**config.mk**
```make
export PLATFORM = sky130hd
export DESIGN_NAME = fpa_div_stage
export DESIGN_NICKNAME = d
export VERILOG_FILES = /design/src/fpa_pkg.sv /design/src/fpa_div_stage.sv
export SDC_FILE = /design/constraint.sdc
export NUM_CORES = 1
export LEC_CHECK = 0
export BUFFER_PORTS_ARGS = -buffer_cell sky130_fd_sc_hd__buf_2
export CAP_MARGIN = 20
export CORE_MARGIN = 1.5
export CORE_UTILIZATION = 50
export CTS_BUF_LIST = sky130_fd_sc_hd__clkbuf_4 sky130_fd_sc_hd__clkbuf_8
export DETAILED_ROUTE_END_ITERATION = 7
export PLACE_DENSITY = 0.75
export SLEW_MARGIN = 10
export SYNTH_ARGS = -nofsm -noshare
export SYNTH_HDL_FRONTEND = slang
export SYNTH_SLANG_ARGS = --single-unit
```
**constraint.sdc**
```tcl
create_clock -name clk_i -period 45.7 [get_ports clk_i]
set_input_delay 9.14 -clock clk_i [delete_from_list [all_inputs] [get_ports clk_i]]
set_output_delay 9.14 -clock clk_i [all_outputs]
set_load 0.02 [all_outputs]
```
**src/fpa_pkg.sv**
```systemverilog
// ----------------------------------------------------------------------------
// fpa_pkg
// types and constants shared by the fixed-point alu
// ----------------------------------------------------------------------------
`default_nettype none
package fpa_pkg;

  localparam int unsigned FRACTION_BITS = 8;
  localparam int unsigned WORD_BITS     = 32;
  localparam int unsigned DIV_BITS      = WORD_BITS + FRACTION_BITS;
  localparam int unsigned DIV_STEPS     = 4;
  localparam int unsigned DIV_STAGES    = (DIV_BITS + DIV_STEPS - 1) / DIV_STEPS;
  localparam int unsigned LAT           = DIV_STAGES + 2;

  typedef enum logic [3:0] {
    CMD_ADD = 4'd0, CMD_SUB = 4'd1, CMD_MUL = 4'd2, CMD_DIV = 4'd3,
    CMD_GT = 4'd4, CMD_LT = 4'd5, CMD_GE = 4'd6, CMD_LE = 4'd7,
    CMD_EQ = 4'd8, CMD_NE = 4'd9, CMD_MIN = 4'd10, CMD_MAX = 4'd11,
    CMD_INC = 4'd12, CMD_DEC = 4'd13, CMD_FROM_INT = 4'd14, CMD_TO_INT = 4'd15
  } cmd_e;

  typedef struct packed {
    logic [3:0]         command;
    logic signed [31:0] operand_a;
    logic signed [31:0] operand_b;
  } fpa_in_t;

  typedef struct packed {
    logic signed [31:0] result_value;
    logic               compare_true;
    logic               overflow;
    logic               divide_by_zero;
  } fpa_out_t;

  // result computed early plus the divider operands
  typedef struct packed {
    logic               is_div;
    logic               neg_q;
    logic [DIV_BITS-1:0] rem;
    logic [DIV_BITS-1:0] quo;
    logic [WORD_BITS-1:0] den;
    fpa_out_t           res;
  } fpa_work_t;

endpackage
`default_nettype wire

```
**src/fpa_div_stage.sv**
```systemverilog
// ----------------------------------------------------------------------------
// fpa_div_stage
// four restoring division steps followed by a register
// ----------------------------------------------------------------------------
`default_nettype none
module fpa_div_stage import fpa_pkg::*; (
  input  wire logic      clk_i,
  input  wire logic      en_i,
  input  wire fpa_work_t work_i,
  output fpa_work_t      work_o
);
  fpa_work_t w;
  logic [DIV_BITS:0] t;

  always_comb begin
    w = work_i;
    t = '0;
    for (int i = 0; i < DIV_STEPS; i++) begin
      t = {w.rem, w.quo[DIV_BITS-1]};
      w.quo = w.quo << 1;
      if (t >= (DIV_BITS+1)'(w.den)) begin
        t = t - (DIV_BITS+1)'(w.den);
        w.quo[0] = 1'b1;
      end
      w.rem = t[DIV_BITS-1:0];
    end
  end

  always_ff @(posedge clk_i) begin
    if (en_i) begin
      work_o <= w;
    end
  end
endmodule
`default_nettype wire

```
==> out/results.ini <==
[die]
core_um2=26200
io_pins=300
rows=59
die_x_um=167
dieArea_um2=27900
initial_core_util_pct=51.3
die_y_um=167

[synthesis]
synth.cell_area_um2=13500
synth_top_family_by_area=compound AO/OA/AOI/OAI gates
synthFlopType=edfxtp_1
synthArstFlopShare_pct=0
ys_seq_area_share_pct=33.3
syn_nets=1785
postSynthCellCount=1502
synthAdderAreaFrac_pct=12.5
ys_types=84
synth_compound_area_share_pct=22.6
synthSimpleGateAreaFrac_pct=16.7
ys_seq_elements=149
synth_edf_count=149
synthMuxAreaShare_pct=2.46
synth_xor_area_share_pct=8.71
ys.warnings.count=0
avgSynthCellArea_um2=8.96

[setup_path]
crit_path_max_incr_delay_ns=0.56
worstPathRequired_ns=45.90
arrival_ns=24.34
crit_type=input pin to flip-flop
critPathSlowestCell=or4_2
crit_path_end=work_o[116]$_DFFE_PP_
crit_path_start=work_i[36]
crit_path_frequent_cell=o21ai_0
end_kind=flip-flop
critPathLaunchType=input pin
cp_max_fo=63

[finish]
reg_top3=work_o: 149 flops
fin_area_um2=15700
area_growth_syn_to_layout_pct=16.5
final_nets=2070
regMostFlops=work_o
drive_gt1_share_pct=21.9
largest_register_ffs=149
fin_cells=2136

[pwr]
p_leak_nw=6.74
ir_drop_uv=38.9
power_density_nw_per_um2=67.3

[place]
gp_congestion=0.953
placed_cell_area_um2=15200
dp_hpwl_um=32900
dp_cells=2102
io_buffer_count=299

[flow_run]
cap_viol_max_count=0

[timing]
tns_ns=0
min_period_ns=24.14
period_share_pct=52.8
hold_viol=0
drv_slew=0
whs_ns=8.86
grt_setup_unrepaired=false
worstMarginPinSlew_ns=0.968
setup_viol_count_final=0
maxSlewHeadroom_pct=35.5
max_freq_ghz=0.0414

[grt]
grt_overflow_total=0
antenna_found_initial=1
grt.total_usage_pct=28.1
grt_max_degree=78
grt_pass1_wl_um=61800
grt_pass1_vias=11628

[route]
viasPerCell=5.85
ant_nets=0
drc_errors=0
wl_um=40000
wl_per_cell_um=18.7
drt-pass1-iter-count=5
vias=12501
first_iter_violations=921

[clocking]
clk_pin_slew_worst_paths_ns=0.10
cts.path.max_buffers=2
clock-sinks=149
cts_resized=0
root_buffer=clkbuf_8
cts_tree=done
postCtsSetupRepairBufs=0
hold_buffers=0
htreeDepth=4
tritoncts.num_buffers=17

[run_status]
status=complete, no violations

[min_path]
hold_class=input pin to flip-flop

kinds of logic (layout without fill, tap and decap cells):
kind of cell               after synthesis  count (layout)
AOI/OAI and AO/OA                      486             486
and+or+nand+nor                        460             460
DFF                                    149             149
adders and majority gates              132             132
xor gates and xnor gates               132             132
buffers and inverters                  117             415
muxes                                   26              26
other                                    0               1
where the power goes:
part | internal (mW) | total [mW] | switching (mW)
Combinational | 0.317 | 0.735 | 0.418
Sequential | 0.203 | 0.209 | 0.00639
Clock | 0.0523 | 0.110 | 0.0579
critical path, delay by kind of cell:
| kind | cells | cell delay [ns] |
|---|---|---|
| adder cells (fa/ha/maj) | 4 | 1.26 |
| AND/OR/NAND/NOR | 12 | 2.67 |
| multiplexers | 2 | 0.75 |
| AO/OA/AOI/OAI | 31 | 7.71 |
| buffers and inverters | 9 | 2.69 |
worst min path at each step:
stage	to	slack, ns	depth (start not counted)	from
floorplan	work_o[0]$_DFFE_PP_	9.24	0	work_i[0]
global placement	work_o[89]$_DFFE_PP_	9.32	1	work_i[85]
detailed placement	work_o[105]$_DFFE_PP_	9.32	1	work_i[101]
CTS	work_o[92]$_DFFE_PP_	8.82	1	work_i[88]
global route	work_o[89]$_DFFE_PP_	8.82	1	work_i[85]
finish	work_o[92]$_DFFE_PP_	8.86	1	work_i[88]
final cells by class:
cell class                      instances  area [µm²]
Inverter                               78         293
Antenna cell                            1        2.50
Timing Repair Buffer                  305        1570
Clock inverter                         14         180
Fill cell                            2297       10500
Multi-Input combinational cell       1236        8490
Sequential cell                       149        4470
Tap cell                              335         419
Clock buffer                           18         241
Yosys cell counts (13+ instances only):
| library cell | n | share of area, % |
|---|---|---|
| a21oi_1 | 170 | 6.3 |
| a21o_1 | 44 | 2.5 |
| inv_1 | 76 | 2.1 |
| nor3_1 | 31 | 1.2 |
| nor2_1 | 128 | 3.6 |
| clkbuf_1 | 27 | 0.75 |
| nand2_1 | 143 | 4.0 |
| ha_1 | 128 | 12 |
| xnor2_1 | 91 | 5.9 |
| xor2_1 | 39 | 2.5 |
| a211oi_1 | 15 | 0.84 |
| nand4_1 | 33 | 1.5 |
| nand3_1 | 20 | 0.74 |
| nor2b_1 | 13 | 0.60 |
| edfxtp_1 | 149 | 33 |
| o21bai_1 | 29 | 1.6 |
| o21a_1 | 20 | 1.1 |
| o21ai_0 | 114 | 4.2 |
| nand2b_1 | 17 | 0.79 |
metrics by stage:
step / utilization, % / setup WS, ns / power, mW
after floorplan: - / 23.66 / 0.775
after global placement: 58.1 / 20.97 / 0.916
after detailed placement: 58.1 / 20.54 / 0.932
after CTS: 59.7 / 21.00 / 1.05
after global routing: 59.8 / 20.22 / 1.13
final: 59.8 / 21.56 / 1.05
cells in the final DEF (no fill, tap or decap), types with 6 or more instances in the layout:
cell type,n
or2_2,9
xor2_1,39
nor2b_1,13
o21bai_1,29
inv_1,76
a21o_1,44
a211oi_1,15
nand2b_1,17
o21a_1,20
and3_1,10
clkbuf_8,17
mux2i_1,6
nand4_1,33
inv_8,6
nor3_1,31
o31ai_1,11
nand2_1,143
nor2_1,128
xnor2_1,91
a21boi_0,7
a31oi_1,11
or3_1,10
o21ai_1,9
o31a_1,7
nand3_1,20
nor4_1,9
buf_2,298
o21ai_0,114
edfxtp_1,149
a21oi_1,170
mux2_2,8
mux2_4,12
ha_1,128
layer usage:
layer	part of all wire (%)	up-vias	GRT usage [%]
li1	-	6132	-
met4	2.0	0	8.26
met5	0	-	0
met2	45	528	45.1
met1	45	5797	39.1
met3	8.1	44	4.44
Power figures use the tool's default switching activity.
