## src/fpa_pkg.sv

```systemverilog
// ----------------------------------------------------------------------------
// fpa_pkg
// types and constants shared by the fixed-point alu
// ----------------------------------------------------------------------------
`default_nettype none
package fpa_pkg;

  localparam int unsigned FRACTION_BITS = 8;
  localparam int unsigned WORD_BITS     = 32;
  localparam int unsigned DIV_BITS      = WORD_BITS + FRACTION_BITS;
  localparam int unsigned DIV_STEPS     = 4;
  localparam int unsigned DIV_STAGES    = (DIV_BITS + DIV_STEPS - 1) / DIV_STEPS;
  localparam int unsigned LAT           = DIV_STAGES + 2;

  typedef enum logic [3:0] {
    CMD_ADD = 4'd0, CMD_SUB = 4'd1, CMD_MUL = 4'd2, CMD_DIV = 4'd3,
    CMD_GT = 4'd4, CMD_LT = 4'd5, CMD_GE = 4'd6, CMD_LE = 4'd7,
    CMD_EQ = 4'd8, CMD_NE = 4'd9, CMD_MIN = 4'd10, CMD_MAX = 4'd11,
    CMD_INC = 4'd12, CMD_DEC = 4'd13, CMD_FROM_INT = 4'd14, CMD_TO_INT = 4'd15
  } cmd_e;

  typedef struct packed {
    logic [3:0]         command;
    logic signed [31:0] operand_a;
    logic signed [31:0] operand_b;
  } fpa_in_t;

  typedef struct packed {
    logic signed [31:0] result_value;
    logic               compare_true;
    logic               overflow;
    logic               divide_by_zero;
  } fpa_out_t;

  // result computed early plus the divider operands
  typedef struct packed {
    logic               is_div;
    logic               neg_q;
    logic [DIV_BITS-1:0] rem;
    logic [DIV_BITS-1:0] quo;
    logic [WORD_BITS-1:0] den;
    fpa_out_t           res;
  } fpa_work_t;

endpackage
`default_nettype wire

```

## src/fpa_front.sv

```systemverilog
// ----------------------------------------------------------------------------
// fpa_front
// decode, add/sub/compare, min/max, inc/dec, int conversion, multiply and divider setup; one register stage
// ----------------------------------------------------------------------------
`default_nettype none
module fpa_front import fpa_pkg::*; (
  input  wire logic      clk_i,
  input  wire logic      en_i,
  input  wire fpa_in_t   in_i,
  output fpa_work_t      work_o
);
  localparam int unsigned PW = 2 * WORD_BITS;

  logic signed [WORD_BITS:0]   a, b;
  logic signed [WORD_BITS+1:0] sum, dif, s1;
  logic signed [PW-1:0]        prod, sh;
  logic signed [WORD_BITS+FRACTION_BITS:0] fi;
  logic signed [WORD_BITS:0]   ti;
  logic [WORD_BITS-1:0]        mag_a, mag_b;
  logic                        lt, eq;
  logic signed [PW-1:0]        ex;
  fpa_work_t                   w;

  always_comb begin
    a    = (WORD_BITS+1)'($signed(in_i.operand_a[WORD_BITS-1:0]));
    b    = (WORD_BITS+1)'($signed(in_i.operand_b[WORD_BITS-1:0]));
    sum  = a + b;
    dif  = a - b;
    lt   = a < b;
    eq   = a == b;
    prod = PW'(a) * PW'(b);
    sh   = prod >>> FRACTION_BITS;
    fi   = (WORD_BITS+FRACTION_BITS+1)'(a) <<< FRACTION_BITS;
    ti   = a >>> FRACTION_BITS;
    s1   = '0;
    mag_a = a[WORD_BITS] ? WORD_BITS'(-a) : a[WORD_BITS-1:0];
    mag_b = b[WORD_BITS] ? WORD_BITS'(-b) : b[WORD_BITS-1:0];
    ex   = '0;
    w    = '0;
    case (cmd_e'(in_i.command))
      CMD_ADD:      ex = PW'(sum);
      CMD_SUB:      ex = PW'(dif);
      CMD_MUL:      ex = sh;
      CMD_GT:       w.res.compare_true = !lt && !eq;
      CMD_LT:       w.res.compare_true = lt;
      CMD_GE:       w.res.compare_true = !lt;
      CMD_LE:       w.res.compare_true = lt || eq;
      CMD_EQ:       w.res.compare_true = eq;
      CMD_NE:       w.res.compare_true = !eq;
      CMD_MIN:      ex = PW'(lt ? a : b);
      CMD_MAX:      ex = PW'((!lt && !eq) ? a : b);
      CMD_INC:      begin s1 = a + 1; ex = PW'(s1); end
      CMD_DEC:      begin s1 = a - 1; ex = PW'(s1); end
      CMD_FROM_INT: ex = PW'(fi);
      CMD_TO_INT:   ex = PW'(ti);
      default:      ex = '0;
    endcase
    w.res.result_value = 32'($signed(ex[WORD_BITS-1:0]));
    w.res.overflow = ex != PW'($signed(ex[WORD_BITS-1:0]));
    if (cmd_e'(in_i.command) == CMD_DIV) begin
      w.is_div = 1'b1;
      w.res.divide_by_zero = (b == '0);
      w.res.overflow = 1'b0;
      w.res.result_value = '0;
      w.neg_q = a[WORD_BITS] ^ b[WORD_BITS];
      w.quo = DIV_BITS'(mag_a) << FRACTION_BITS;
      w.den = mag_b;
    end
  end

  always_ff @(posedge clk_i) begin
    if (en_i) begin
      work_o <= w;
    end
  end
endmodule
`default_nettype wire

```

## config.mk

```make
export PLATFORM = sky130hd
export DESIGN_NAME = fpa_front
export DESIGN_NICKNAME = d
export VERILOG_FILES = /design/src/fpa_pkg.sv /design/src/fpa_front.sv
export SDC_FILE = /design/constraint.sdc
export NUM_CORES = 2
export LEC_CHECK = 0
export BUFFER_PORTS_ARGS = -buffer_cell sky130_fd_sc_hd__buf_2
export CORE_ASPECT_RATIO = 0.9
export CORE_MARGIN = 2
export CORE_UTILIZATION = 58
export CTS_CLUSTER_SIZE = 16
export DETAILED_ROUTE_END_ITERATION = 8
export PLACE_DENSITY = 0.86
export SETUP_SLACK_MARGIN = 0.05
export SYNTH_ARGS = -nofsm -noshare
export SYNTH_HDL_FRONTEND = slang
export SYNTH_SLANG_ARGS = --single-unit
```

## constraint.sdc

```tcl
create_clock -name clk_i -period 12.3 [get_ports clk_i]
set_input_delay 0 -clock clk_i [delete_from_list [all_inputs] [get_ports clk_i]]
set_output_delay 0 -clock clk_i [all_outputs]
set_load 0.005 [all_outputs]
```

==> run_results.csv <==
group,metric,value,unit
finish,nNetsFinal,6548,
cts,clock_path_buffers,2,
detailed_routing,drt-pass1-iter-count,9,
placement,io_buffer_count,170,
setup_path,cp_max_fo,31,
cts,cts-root-buf,"clkbuf_16",
placement,routabilityCongestion,1.08,
detailed_routing,routedWlPerCell,26.5,um
logic_synthesis,synthCells,5228,
cts,hold_buffers,0,
floorplan,die_w,304,um
finish,top_regs,"work_o (101)",
logic_synthesis,netlist_top_cells_count,"1083 x fa_1, 895 x inv_1, 651 x nand2_1",
logic_synthesis,ys_seq_area_share,6.44,%
setup_path,crit_buf_inv,4,
setup_path,cp-startpoint,"in_i[5]",
min_path,hold_path_class,"in -> reg",
global_routing,grt_pass1_vias,42100,
placement,hpwl,128000,um
floorplan,die_y,274,um
cts,cts-resized-gates,0,
flow_run,maxCapViolations,0,
cts,clk_pin_slew,0.09,ns
logic_synthesis,yosys.area.top_type_share,46.1,%
finish,area_delta_synth_final,3.23,%
logic_synthesis,synth_cell_type_count,102,
finish,largest_register_ff_count,101,
detailed_routing,drtAntennaViolNets,0,
logic_synthesis,avgSynthCellArea,9.00,um^2
logic_synthesis,synth_area_leaders,"fa_1 46%, inv_1 7.1%, ha_1 6.6%",
timing,fmax,0.106,GHz
floorplan,core_area,80800,um^2
run_status,status,"finished, final reports clean",
cts,h-tree-depth,3,
logic_synthesis,ys_ff_latch,101,
timing,grt_setup_unrepaired,"false",
logic_synthesis,yosys.area.top_type,"fa_1",
detailed_routing,via_per_inst,6.34,
floorplan,ios,219,
setup_path,critPathCaptureType,"flop",
floorplan,start_util,58.3,%
logic_synthesis,synth_flop_cell,"edfxtp_1",
global_routing,grt_overflow,0,
setup_path,crit_path_top_delay_cell,"o21ai_0",
setup_path,critPathCapture,"work_o[1]",
detailed_routing,drc,0,
setup_path,slowest_delay,0.73,ns
timing,worst_pin_slew,1.21,ns
setup_path,required,12.44,ns
cts,cts_sinks,101,
finish,regMostFlops,"work_o",
global_routing,grt_pass1_wl,254000,um
floorplan,std_cell_rows,99,
logic_synthesis,yosysMostFrequentCell,"fa_1",
logic_synthesis,synth_edf_count,101,
timing,finalSetupTns,0,ns
global_routing,grt_max_degree,67,
finish,layout-drive-gt1-share,5.92,%
timing,slew_violations,0,
setup_path,crit_arrival,9.60,ns
timing,slew_headroom,19.3,%
setup_path,worst-path-stages,26,
floorplan,dieArea,83400,um^2
detailed_routing,via_count,39400,
setup_path,crit_top_cell,"fa_1",
detailed_routing,routed_wl,165000,um
logic_synthesis,postSynth.asyncResetShare,0,%
setup_path,path_delay_family,"adder cells",
cts,postCtsSetupBuffers,0,
detailed_routing,drt_iter0_markers,4988,
timing,setup_violations,0,
logic_synthesis,synthesis.area,47100,um^2
global_routing,grt_use_total,40.6,%
setup_path,crit_type,"in -> reg",
timing,finalHoldViolations,0,
timing,fin_crit,9.45,ns
setup_path,start_kind,"input port",
timing,fin_crit_sh,76.8,%
cts,cts_made_buffers,9,
cts,cts_tree,"built",
global_routing,antenna_found_initial,6,
min_path,hp-start,"en_i",
logic_synthesis,synth_warnings,0,
## layout make-up
cell class                      count  area, um^2
Antenna cell                        4        10.0
Clock buffer                       10         229
Clock inverter                      6        68.8
Fill cell                        6690       32200
Inverter                          906        3400
Multi-Input combinational cell   3883       39100
Sequential cell                   101        3030
Tap cell                         1060        1330
Timing Repair Buffer              246        1420
## kinds of logic after synthesis
| logic type | after synthesis | synth area share [%] |
|---|---|---|
| AOI/OAI and AO/OA | 663 | 9.41 |
| buffers and inverters | 1291 | 10.9 |
| other | 1 | 0.00797 |
| and+or+nand+nor | 1656 | 17.1 |
| muxes | 16 | 0.343 |
| DFF | 101 | 6.44 |
| xor gates and xnor gates | 169 | 3.15 |
| adders and majority gates | 1331 | 52.7 |
## cell usage in the layout (no fill, tap or decap), types with 50 or more instances in the layout
master	count
a21oi_1	181
inv_1	895
nand3_1	50
xnor2_1	105
buf_2	169
and2_1	410
fa_1	1083
ha_1	248
buf_4	77
edfxtp_1	101
o21ai_0	149
nand2_1	651
xor2_1	64
nor2_1	275
## metrics by stage
step / util [%] / instances / cell area (um^2) / hold slack [ns] / setup slack (ns)
3_5_place_dp: 59.8 / 6196 / 48300 / 0.391 / 2.61
2_1_floorplan: - / 5275 / 47200 / 0.112 / 3.49
3_3_place_gp: 59.8 / 6196 / 48300 / 0.390 / 2.77
5_1_grt: 60.1 / 6213 / 48600 / 0.109 / 2.34
4_1_cts: 60.1 / 6212 / 48600 / 0.0898 / 3.00
6_report: 60.2 / 6216 / 48600 / 0.0965 / 2.85
## routing by layer
metal | GRT usage, % | routed length, um
met5 | 0 | 70
met4 | 25.7 | 13700
met2 | 62.2 | 72200
met1 | 51.2 | 57000
met3 | 11.5 | 21600
## worst min-delay path by stage
| stage | to | slack [ns] | depth (start not counted) |
|---|---|---|---|
| after floorplan | work_o[0] | 0.11 | 0 |
| after global placement | work_o[47] | 0.39 | 1 |
| after detailed placement | work_o[105] | 0.39 | 1 |
| after CTS | work_o[6] | 0.09 | 1 |
| after global routing | work_o[7] | 0.11 | 1 |
| final | work_o[12] | 0.1 | 1 |
Power is not shown: default switching activity piles up to over one toggle a cycle in this logic, so the estimate is an artifact.
