===== config.mk =====
export PLATFORM = sky130hd
export DESIGN_NAME = fpa_back
export DESIGN_NICKNAME = d
export VERILOG_FILES = /design/src/fpa_pkg.sv /design/src/fpa_back.sv
export SDC_FILE = /design/constraint.sdc
export NUM_CORES = 1
export LEC_CHECK = 0
export BUFFER_PORTS_ARGS = -buffer_cell sky130_fd_sc_hd__buf_4
export CORE_MARGIN = 5
export CORE_UTILIZATION = 41
export DETAILED_ROUTE_END_ITERATION = 10
export GPL_TIMING_DRIVEN = 0
export PLACE_DENSITY = 0.8
export SLEW_MARGIN = 15
export SYNTH_ARGS = -nofsm -noshare
export SYNTH_HDL_FRONTEND = slang
export SYNTH_SLANG_ARGS = --single-unit

===== constraint.sdc =====
create_clock -name clk_i -period 3.4 [get_ports clk_i]
set_input_delay 0.51 -clock clk_i [delete_from_list [all_inputs] [get_ports clk_i]]
set_output_delay 0.51 -clock clk_i [all_outputs]
set_load 0.03 [all_outputs]

===== src/fpa_pkg.sv =====
// ----------------------------------------------------------------------------
// fpa_pkg
// types and constants shared by the fixed-point alu
// ----------------------------------------------------------------------------
`default_nettype none
package fpa_pkg;

  localparam int unsigned FRACTION_BITS = 8;
  localparam int unsigned WORD_BITS     = 32;
  localparam int unsigned DIV_BITS      = WORD_BITS + FRACTION_BITS;
  localparam int unsigned DIV_STEPS     = 4;
  localparam int unsigned DIV_STAGES    = (DIV_BITS + DIV_STEPS - 1) / DIV_STEPS;
  localparam int unsigned LAT           = DIV_STAGES + 2;

  typedef enum logic [3:0] {
    CMD_ADD = 4'd0, CMD_SUB = 4'd1, CMD_MUL = 4'd2, CMD_DIV = 4'd3,
    CMD_GT = 4'd4, CMD_LT = 4'd5, CMD_GE = 4'd6, CMD_LE = 4'd7,
    CMD_EQ = 4'd8, CMD_NE = 4'd9, CMD_MIN = 4'd10, CMD_MAX = 4'd11,
    CMD_INC = 4'd12, CMD_DEC = 4'd13, CMD_FROM_INT = 4'd14, CMD_TO_INT = 4'd15
  } cmd_e;

  typedef struct packed {
    logic [3:0]         command;
    logic signed [31:0] operand_a;
    logic signed [31:0] operand_b;
  } fpa_in_t;

  typedef struct packed {
    logic signed [31:0] result_value;
    logic               compare_true;
    logic               overflow;
    logic               divide_by_zero;
  } fpa_out_t;

  // result computed early plus the divider operands
  typedef struct packed {
    logic               is_div;
    logic               neg_q;
    logic [DIV_BITS-1:0] rem;
    logic [DIV_BITS-1:0] quo;
    logic [WORD_BITS-1:0] den;
    fpa_out_t           res;
  } fpa_work_t;

endpackage
`default_nettype wire


===== src/fpa_back.sv =====
// ----------------------------------------------------------------------------
// fpa_back
// divide sign fix, wrap and overflow; result register
// ----------------------------------------------------------------------------
`default_nettype none
module fpa_back import fpa_pkg::*; (
  input  wire logic      clk_i,
  input  wire logic      en_i,
  input  wire fpa_work_t work_i,
  output fpa_out_t       res_o
);
  localparam int unsigned SH = DIV_STAGES * DIV_STEPS - DIV_BITS;
  fpa_out_t r;
  logic [DIV_BITS-1:0] q;
  logic signed [DIV_BITS:0] sq;

  always_comb begin
    r  = work_i.res;
    q  = work_i.quo << SH;
    sq = work_i.neg_q ? -$signed({1'b0, q}) : $signed({1'b0, q});
    if (work_i.is_div && !work_i.res.divide_by_zero) begin
      r.result_value = 32'($signed(sq[WORD_BITS-1:0]));
      r.overflow = sq != (DIV_BITS+1)'($signed(sq[WORD_BITS-1:0]));
    end
  end

  always_ff @(posedge clk_i) begin
    if (en_i) begin
      res_o <= r;
    end
  end
endmodule
`default_nettype wire


==> impl_summary.md, run 1 <==
Outcome
The run finished with clean final reports.

CTS
The number of setup buffers added after CTS is 0. The clock-pin slew on the worst setup and hold paths is 70 ps. The number of gates resized after CTS is 0. Clock tree synthesis inserted a total of 5 buffers. Counting along the longest clock path gives a buffer depth of 2. The clock tree synthesis step divided the H-tree into 2 levels. In this run the clock root is driven by a sky130_fd_sc_hd__clkbuf_8. TritonCTS built the clock tree. The number of hold buffers added after CTS was 0. The sink count of the clock tree is 35.

Cells and area
The largest registers in the layout are res_o: 35 flops. Compared with the post-synthesis result, the final layout area differs by 39.5%. For this run, the share of the core covered by cells in the final layout is 0.596. The final standard cell area without fillers is 0.00357 sq mm. The top register by number of flip-flops is res_o. Of the cells placed in the final design, the portion with a size suffix greater than 1 is 0.376.

In the layout the commonest cells are sky130_fd_sc_hd__buf_4 (113), sky130_fd_sc_hd__nand2_1 (47), sky130_fd_sc_hd__o21ai_0 (36). The layout net count is 532. 0 antenna diodes ended up in the layout. Leaving out fill and tap cells, the most frequent cell in the layout is sky130_fd_sc_hd__buf_4. The register with the most flip-flops in the layout has 35 of them.

Detailed routing
In the routed layout, each cell is associated on average with a via count of 5.30. The first TritonRoute pass finished after 4 iterations. The antenna violation net count after detailed routing is 0. The routed layout has 2,410 vias. The final routed DRC violation total is 0. The routed design has 7410 microns of wire. After detailed routing, the average wire length per cell comes to 16.3 microns. After the first detailed-routing iteration, the DRC count stood at 158.

Synthesis
For this run, the register share of the synthesized area comes to 0.410. Counting every instance in the synthesized netlist gives 261. When the netlist entered floorplanning its net count stood at 413. In this run, distinct cell masters in the synthesized netlist total 47. The synthesized netlist occupies a cell area of 0.00256 sq mm.

The count of synthesis-stage warnings from yosys is 0. After synthesis the netlist holds a flip-flop and latch count of 35. The average cell area after synthesis is 9.81 sq um.

Power and ir drop
The share of total power dissipated in combinational logic is 0.320. Dividing total power by cell area gives a power density of 335 mW/mm^2. The power dissipated by switching net loads is 0.370 mW. The maximum resistive drop on vdd is 204 uV.

Of the total power, the share spent switching nets is 0.309. The internal cell power is 0.827 mW. The portion of total power attributed to sequential cells is 0.446. The static leakage is 1.52 nW.

The share of total power dissipated in the clock network is 0.233.

Die
The die covers 0.00793 sq mm. The total area inside the core boundary comes to 0.00599 sq mm. The row count is 28. The initial cell density of the core is 0.428. From left edge to right edge, the die measures 89.0 microns. The I/O pin count is 186. From bottom edge to top edge, the die measures 89.0 microns.

Min path
The class of the worst hold path is in -> reg. The number of cells on the worst hold path is 1.

Worst setup path
The critical path capture point type is a flip-flop. STA classifies the critical path startpoint as an input pin. Data on the critical path is required at its endpoint by 3530 ps. The critical-path maximum fanout is 7. Data arrives at the worst endpoint at 3100 ps. The kind of critical path is in -> reg.

Place
The half-perimeter wire length of the detailed placement result is 6010 microns. The placed cell area is 0.00350 sq mm. Input and output buffers added on the ports amount to 112.

The routability congestion estimate from global placement is 0.820.

Timing
The worst slew slack as a fraction of its limit is 0.566. Based on the critical path, the design can be clocked at up to 336 MHz. Setup repair after global routing left no endpoint under its margin. The number of pins exceeding their max-slew limit in the final report came to 0. The final number of hold-violating endpoints is 0. Setup violations remaining at the end of the flow were counted as 0. Counting I/O delays and the setup requirement, the final critical path takes 2980 ps. The final worst-path cycle share is 0.876. The slew at the pin closest to its max-slew limit is 645 ps. Setup total negative slack on the finished layout was measured at 0 ps.

GRT
Entering global routing, the biggest net connects 36 pins. The overflow left after global routing is 0. The initial antenna violation count came to 0. The first global-routing pass estimated 11,600 microns of wire.

The via count of the first global-routing pass is 2,486. The total track usage is 0.186.

Run
The tool flagged a number of max-cap violations equal to 0.
## critical path, stage by stage
cell and delay [ps]:
sky130_fd_sc_hd__buf_4 130, sky130_fd_sc_hd__or4_4 550, sky130_fd_sc_hd__or4_4 500, sky130_fd_sc_hd__buf_6 160
sky130_fd_sc_hd__o41ai_4 380, sky130_fd_sc_hd__xor2_2 140, sky130_fd_sc_hd__and4_2 230, sky130_fd_sc_hd__a311o_1 320
sky130_fd_sc_hd__a32oi_1 190
## Yosys cell counts (all sizes together)
cell type,number,area (sq um)
a21boi,1,7.51
a21o,2,22.5
a21oi,1,5.00
a221oi,2,23.8
a311o,1,10.0
a32o,1,10.0
a32oi,1,8.76
and2,1,6.26
and4,1,10.0
buf,6,57.6
clkbuf,8,30.0
edfxtp,35,1050
ha,1,12.5
inv,4,15.0
mux2,2,22.5
mux2i,1,10.0
nand2,47,176
nand2b,3,18.8
nand3,3,15.0
nand3b,1,7.51
nand4,5,46.3
nor2,9,33.8
nor2b,1,6.26
nor3,4,25.0
nor4,7,71.3
o21a,1,7.51
o21ai,38,190
o21bai,1,7.51
o31ai,11,82.6
o41ai,6,90.1
or2,3,18.8
or3,4,25.0
or4,9,78.8
xnor2,10,87.6
xor2,30,270
## worst paths after layout
check | startpoint | endpoint | slack (ps)
min | work_i[2] | res_o[2] | 410
max | work_i[75] | res_o[1] | 420
## per-stage QoR
stage	std cells	worst slack [ps]	total power, mW	hold slack, ps
after global placement	448	169	0.921	689
after detailed placement	448	143	0.930	693
after global routing	455	239	1.26	397
final	455	423	1.20	407
after floorplan	261	400	0.743	609
after CTS	455	422	1.21	400
## cells by family after synthesis
logic type      synth area share
compound gates             0.182
mux                       0.0127
xor+xnor                   0.140
flops                      0.410
buf+inv                   0.0401
fa+ha+maj                0.00488
simple gates               0.211
## layer usage
metal	share of wire	track usage
met1	0.41	0.240
met2	0.48	0.311
met3	0.096	0.0479
met4	0.010	0.0474
met5	0	0
## cell type report
| class | count | area, sq um |
|---|---|---|
| fill | 552 | 2420 |
| inverter | 4 | 15.0 |
| tap | 75 | 93.8 |
| sequential | 35 | 1050 |
| timing repair buffer | 112 | 841 |
| clock inverter | 2 | 8.76 |
| buffer | 14 | 87.6 |
| clock buffer | 5 | 68.8 |
| multi-input combinational | 208 | 1410 |
## power by group through the flow
| stage | registers [mW] | clock network (mW) | logic, mW |
|---|---|---|---|
| finish | 0.534 | 0.279 | 0.384 |
| global route | 0.539 | 0.306 | 0.414 |
| CTS | 0.535 | 0.284 | 0.386 |
| detailed placement | 0.544 | 0 | 0.385 |
| global placement | 0.544 | 0 | 0.377 |
| floorplan | 0.631 | 0 | 0.112 |
Power figures use the tool's default switching activity.
==> run 2, diff against run 1 <==
--- a/config.mk
+++ b/config.mk
@@ -5,9 +5,10 @@
 export SDC_FILE = /design/constraint.sdc
 export NUM_CORES = 1
 export LEC_CHECK = 0
+export ABC_AREA = 1
 export BUFFER_PORTS_ARGS = -buffer_cell sky130_fd_sc_hd__buf_4
 export CORE_MARGIN = 5
-export CORE_UTILIZATION = 41
+export CORE_UTILIZATION = 42
 export DETAILED_ROUTE_END_ITERATION = 10
 export GPL_TIMING_DRIVEN = 0
 export PLACE_DENSITY = 0.8
==> run 2 against run 1 <==
  * Sequential share of layout area shrank 1.1 points
  * Count of clock-buffer cells in the layout is the same
  * Power up 2.5%
  * Highest routed layer unchanged
  * First-iteration DRC count down 10%
  * Utilization fell by 0.55 points
  * Combinational power up 8.1%
==> impl_summary.md, run 2 <==
Die
The I/O pin count is 186. The vertical die dimension is 90.0 microns. The width of the die is 90.0 microns. The region available for standard cell placement spans 0.00628 sq mm.

The row count is 29. The initial cell density of the core is 0.428. The die covers 0.00810 sq mm.

Synthesis
After synthesis, the most frequently instantiated cells are sky130_fd_sc_hd__nand2_1 (129), sky130_fd_sc_hd__nor2_1 (69), sky130_fd_sc_hd__o21ai_0 (44). The synthesized netlist contains 25 unique library cells. The complex-gate fraction of the synthesized area is 0.0945.

After synthesis, the cell types taking the most area are sky130_fd_sc_hd__edfxtp_1 (39%), sky130_fd_sc_hd__nand2_1 (18%), sky130_fd_sc_hd__nor2_1 (9.6%). The count of synthesis-stage warnings from yosys is 0. The net count after synthesis is 538. In the synthesized netlist the dominant register cell turns out to be sky130_fd_sc_hd__edfxtp_1. Of the post-synthesis cell area, the part taken by muxes is 0. After synthesis, the largest family of logic cells by area is simple AND/OR/NAND/NOR gates. Of the total synthesized cell area, the portion taken by full adders, half adders and majority gates is 0.00466. The most common cell in the synthesized netlist is sky130_fd_sc_hd__nand2_1. The number of enable-type register cells in the synthesized netlist is 35. The combined area of all synthesized cells is 0.00269 sq mm. The cell accounting for the most synthesized area is sky130_fd_sc_hd__edfxtp_1. The top cell type's share of synthesized area is 0.391. The proportion of register bits with asynchronous set or reset after synthesis is 0. The number of synthesized register bits is 35.

Of the synthesized area, sequential elements account for 0.391. The average cell area after synthesis is 6.96 sq um. Synthesis handed over a netlist of 386 instances. Of the total synthesized cell area, the portion taken by AND, OR, NAND and NOR gates is 0.362. The share of the synthesized netlist area taken by xor and xnor gates is 0.0945.

CTS
The number of buffers inserted during clock tree synthesis is 5. TritonCTS built the clock tree. The number of gates resized after CTS is 0. The largest buffer count on any clock path is 2. The clock-pin slew on the worst setup and hold paths is 70 ps. In this run the number of H-tree levels came out at 2. The sink count of the clock tree is 35. The number of setup buffers added after CTS is 0.

The number of hold-repair buffers added at the cts stage is 0. The cell sitting at the root of the clock tree is a sky130_fd_sc_hd__clkbuf_8.

GRT
The initial antenna violation count is 0. The total track usage is 0.212. The first global-routing pass estimated 14,200 microns of wire. The via count of the first global-routing pass is 2,911. Entering global routing, the biggest net connects 36 pins. The overflow left after global routing is 0.

Place
The placed cell area is 0.00363 sq mm. In this run, placement finished with an instance count of 576. Timing analysis after detailed placement gives a worst setup slack of 989 ps. The HPWL after detailed placement is 7360 microns. In this run the tool buffered the top-level ports with 113 buffer cells. Routability-driven placement finished with a final weighted congestion of 0.928.

Cells and area
The layout net count is 658. The register with the most flip-flops in the layout has 35 of them. After the flow finishes, the layout carries non-filler instances totaling 583. The library cell used most frequently in the layout, excluding fill and tap cells, is sky130_fd_sc_hd__nand2_1. res_o holds more flip-flops than any other register. The antenna diode count is 0.

Counting the fill cells in the layout gives 624. The layout overhead on the synthesized area is 38.0%. The final standard cell area without fillers is 0.00371 sq mm. In the final layout, the share of cells above drive strength 1 is 0.271.

The largest registers in the layout are res_o: 35 flops. The top cell types in the final layout, fill and taps aside, are sky130_fd_sc_hd__nand2_1 (129), sky130_fd_sc_hd__buf_4 (113), sky130_fd_sc_hd__nor2_1 (69).

Power and ir drop
VDD sags by at most 238 uV. For this design the static power due to leakage is 1.71 nW. The power per unit of standard cell area is 331 mW/mm^2.

Timing
Setup violations remaining at the end of the flow were counted as 0. The final critical delay including setup and external delays is 2180 ps. The final number of hold-violating endpoints is 0. The worst slew slack as a fraction of its limit is 0.678. The final sum of negative setup slack is 0 ps. After layout, the worst setup slack is 1220 ps. The number of pins exceeding their max-slew limit in the final report is 0.

For the pin with the worst max-slew slack, the measured transition is 478 ps. The highest clock rate is 459 MHz. Of the available clock period, the critical path in the final layout requires 0.641. Setup repair after global routing left no endpoint under its margin.

Outcome
The run finished with clean final reports.

Detailed routing
The average vias per placed instance is 5.08. The total wirelength of the detailed-routed design is 8710 microns. The first routing iteration left 142 violations. For this block, the via count after detailed routing is 2,960. The antenna violation net count after detailed routing is 0. The final routed DRC violation total is 0. The number of detailed-route iterations in the first pass is 4. The detail-routed net length per standard cell is 14.9 microns.

Min path
The tightest min-delay check is of the in -> reg type.

Worst setup path
The startpoint kind of the worst setup timing path is an input pin. Of all nets on the critical path, the largest fanout is 4. The kind of critical path is in -> reg. The critical path capture point type is a flip-flop. Data arrives at the worst endpoint at 2230 ps. The required arrival time at the worst endpoint is 3450 ps.

Run
The total of max-cap violations is 0.
## run 2: area by class of cell
| type | instances | area (sq um) | area share |
|---|---|---|---|
| Buffer | 10 | 50.0 | 0.0135 |
| Timing Repair Buffer | 113 | 848 | 0.229 |
| Clock buffer | 5 | 68.8 | 0.0185 |
| Tap cell | 77 | 96.3 | 0.0260 |
| Inverter | 25 | 93.8 | 0.0253 |
| Sequential cell | 35 | 1050 | 0.283 |
| Multi-Input combinational cell | 316 | 1490 | 0.402 |
| Clock inverter | 2 | 8.76 | 0.00236 |
## run 2: through the flow
stage          hold slack [ps]  power [mW]   util
6_report                   406        1.23  0.591
5_1_grt                    396        1.29  0.591
4_1_cts                    397        1.24  0.591
3_5_place_dp               690       0.959  0.579
3_3_place_gp               688       0.950  0.579
2_1_floorplan              609       0.763      -
## run 2: cell families after synthesis
group / after synthesis
AND/OR/NAND/NOR: 236
AO/OA/AOI/OAI: 50
buffers and inverters: 35
flip-flops: 35
XOR/XNOR: 29
adder cells (fa/ha/maj): 1
## run 2: per-layer routing
| metal | vias to the layer above | track usage | wire, microns |
|---|---|---|---|
| met1 | 1309 | 0.286 | 3860 |
| met4 | 0 | 0.0670 | 198 |
| li1 | 1486 | - | - |
| met5 | - | 0 | 0 |
| met3 | 16 | 0.0409 | 733 |
| met2 | 149 | 0.341 | 3910 |
## run 2: worst paths after layout
check	cells after the start	from	slack, ps	end
worst max-delay path	14	work_i[67]	1220	res_o[1]
worst min-delay path	1	work_i[2]	410	res_o[2]
## run 2: critical path: stages
cell	delay, ps
sky130_fd_sc_hd__buf_4	120
sky130_fd_sc_hd__inv_1	110
sky130_fd_sc_hd__ha_1	190
sky130_fd_sc_hd__nand2_1	120
sky130_fd_sc_hd__nor2_1	150
sky130_fd_sc_hd__nand2_1	100
sky130_fd_sc_hd__o21ai_2	300
sky130_fd_sc_hd__nand3_1	150
sky130_fd_sc_hd__nand3_1	110
sky130_fd_sc_hd__nand2_1	50
sky130_fd_sc_hd__nor2_1	80
sky130_fd_sc_hd__nand2_1	60
sky130_fd_sc_hd__nor2_1	120
sky130_fd_sc_hd__nor2_1	50
## run 2: power by group
| part | internal, mW | total (mW) | switching (mW) | leakage (nW) |
|---|---|---|---|---|
| logic | 0.167 | 0.415 | 0.248 | 1.33 |
| clock network | 0.136 | 0.278 | 0.141 | 0.0414 |
| registers | 0.525 | 0.536 | 0.0109 | 0.342 |
| total | 0.828 | 1.23 | 0.400 | 1.71 |
==> run 3, diff against run 2 <==
==> constraint.sdc (replaced) <==
create_clock -name clk_i -period 2.16 [get_ports clk_i]
set_input_delay 0.324 -clock clk_i [delete_from_list [all_inputs] [get_ports clk_i]]
set_output_delay 0.324 -clock clk_i [all_outputs]
set_load 0.03 [all_outputs]
==> run 3 against run 2 <==
  * Power rose by 57%
  * Via count fell by 0.37%
  * Routed wire length fell by 0.30%
  * Critical endpoint unchanged
  * Largest cell class unchanged
  * Combinational power rose by 57%
  * Final area rose by 0.20%
  * Utilization rose by 0.12 points
  * Clock power rose by 57%
  * Setup slack got worse by 980 ps
==> impl_summary.md, run 3 (same netlist as run 2, synthesis figures left out) <==
Die
From bottom edge to top edge, the die measures 90.0 microns. The area of the placeable core is 0.00628 sq mm. In this run the count of I/O pins placed on the die edge is 186. The width of the die is 90.0 microns. In this run the core area contains 29 standard-cell rows.

The initial cell density of the core is 0.428. The full die area is 0.00810 sq mm.

Place
Port buffering added 113 buffers. The placed cell area is 0.00363 sq mm. The half-perimeter wire length of the detailed placement result is 7360 microns. The routability congestion estimate from global placement is 0.928.

CTS
The largest buffer count on any clock path is 2. After clock tree synthesis, the repair step resized 0 gates. The cell sitting at the root of the clock tree is a sky130_fd_sc_hd__clkbuf_8.

The H-tree level count is 2. The sink count of the clock tree is 35. The number of setup buffers added after CTS is 0. The clock tree from TritonCTS is yes.

The clock-pin slew on the worst setup and hold paths is 70 ps. The number of hold buffers added after CTS was 0. Buffers inserted during clock tree synthesis total 5.

Cells and area
The antenna diode count is 0. The utilization after layout is 0.592. The flip-flop count of the largest register after layout is 35. Leaving out fill and tap cells, the most frequent cell in the layout is sky130_fd_sc_hd__nand2_1. The ratio of cells with drive above 1 in the final layout is 0.271. The final standard cell area without fillers is 0.00372 sq mm.

The top register by number of flip-flops is res_o. The multi-input combinational cell area is 0.00150 sq mm. The layout net count is 658.

The top cell types in the final layout, fill and taps aside, are sky130_fd_sc_hd__nand2_1 (129), sky130_fd_sc_hd__buf_4 (113), sky130_fd_sc_hd__nor2_1 (69). In the final layout, flip-flops and latches occupy 0.00105 sq mm. The count of fill cells added during filler insertion is 624.

The layout overhead on the synthesized area is 38.3%. In the final layout, the registers with the most flip-flops are res_o: 35 flops.

Timing
The number of pins exceeding their max-slew limit in the final report is 0. The slew at the pin closest to its max-slew limit is 478 ps. The highest clock rate is 521 MHz. The final number of hold-violating endpoints is 0. The worst slew slack as a fraction of its limit is 0.678. The final worst-path cycle share is 0.889. Setup repair after global routing left no endpoint under its margin. The routed design could run at a clock period as short as 1920 ps. Setup violations remaining at the end of the flow were counted as 0. In the final timing run, aggregate negative setup slack is 0 ps.

Detailed routing
For this block, the routed nets add up to 8680 microns of wire. The number of DRC markers in iteration 0 is 153. The average vias per placed instance is 5.06. The number of detailed-route iterations in the first pass is 5. The final route contains 2,949 vias. The antenna violation net count after detailed routing is 0. The final routed DRC violation total is 0. The detail-routed net length per standard cell is 14.9 microns.

GRT
The via count of the first global-routing pass is 2,911. The initial antenna violation count is 0. Entering global routing, the biggest net connects 36 pins.

The total track usage is 0.212. The first global-routing pass estimated 14,200 microns of wire. The overflow left after global routing is 0.

Worst setup path
The required arrival time at the worst endpoint is 2210 ps. In this run the worst setup path begins at work_i[67]. The worst setup path is of the in -> reg kind. The data arrival time of the critical path is 1970 ps.

The most critical setup path has its endpoint at res_o[1]. The worst setup path is launched from an input pin. STA classifies the critical path endpoint as a flip-flop. The critical-path maximum fanout is 4.

Outcome
The flow ran to the end, and the final reports show no timing, DRC or antenna violations.

Power and ir drop
Across the VDD grid, the largest voltage drop is 376 uV. The power per unit of standard cell area is 520 mW/mm^2. In this run the static leakage power is 1.72 nW.

Run
The tool flagged a number of max-cap violations equal to 0.

Min path
The class of the worst hold path is in -> reg.
==> run 3: cell counts in the layout (fill, tap and decap cells not counted) <==
No cell type changed its count.
==> run 3: through the flow <==
stage / std cells / total power [mW] / setup slack [ps] / hold slack (ps)
finish: 583 / 1.93 / 240 / 223
detailed placement: 576 / 1.51 / -65.1 / 504
global placement: 576 / 1.50 / -82.5 / 502
CTS: 583 / 1.95 / 228 / 211
global route: 583 / 2.04 / 6.38 / 210
floorplan: 386 / 1.20 / 381 / 423
==> run 3: routing by layer <==
layer / wire length (microns) / vias up / track usage
met2: 3900 / 144 / 0.341
met1: 3890 / 1301 / 0.286
li1: - / 1486 / -
met3: 688 / 18 / 0.0409
met4: 203 / 0 / 0.0670
met5: 0 / - / 0
==> run 3: cell type report <==
class	instances	share of cell area
Clock inverter	2	0.00236
Inverter	25	0.0252
Sequential cell	35	0.283
Buffer	10	0.0135
Tap cell	77	0.0259
Clock buffer	5	0.0185
Timing Repair Buffer	113	0.228
Multi-Input combinational cell	316	0.404
==> run 3: worst min-delay path by stage <==
stage / startpoint / to / slack [ps] / cells past startpoint
after CTS: work_i[2] / res_o[2] / 210 / 1
final: work_i[2] / res_o[2] / 220 / 1
after detailed placement: work_i[2] / res_o[2] / 500 / 1
after global routing: work_i[2] / res_o[2] / 210 / 1
after floorplan: work_i[0] / res_o[0] / 420 / 0
after global placement: work_i[2] / res_o[2] / 500 / 1
==> run 3: worst max-delay path, stage by stage <==
cell	delay [ps]
sky130_fd_sc_hd__buf_4	120
sky130_fd_sc_hd__inv_1	110
sky130_fd_sc_hd__ha_1	190
sky130_fd_sc_hd__nand2_1	120
sky130_fd_sc_hd__nor2_1	150
sky130_fd_sc_hd__nand2_1	120
sky130_fd_sc_hd__o21ai_4	230
sky130_fd_sc_hd__nand3_1	130
sky130_fd_sc_hd__nand3_1	110
sky130_fd_sc_hd__nand2_1	50
sky130_fd_sc_hd__nor2_1	80
sky130_fd_sc_hd__nand2_1	60
sky130_fd_sc_hd__nor2_1	120
sky130_fd_sc_hd__nor2_1	50
==> run 3: power breakdown <==
part / internal [mW] / switching (mW)
clock network: 0.214 / 0.222
registers: 0.826 / 0.0172
logic: 0.263 / 0.390
total: 1.30 / 0.629
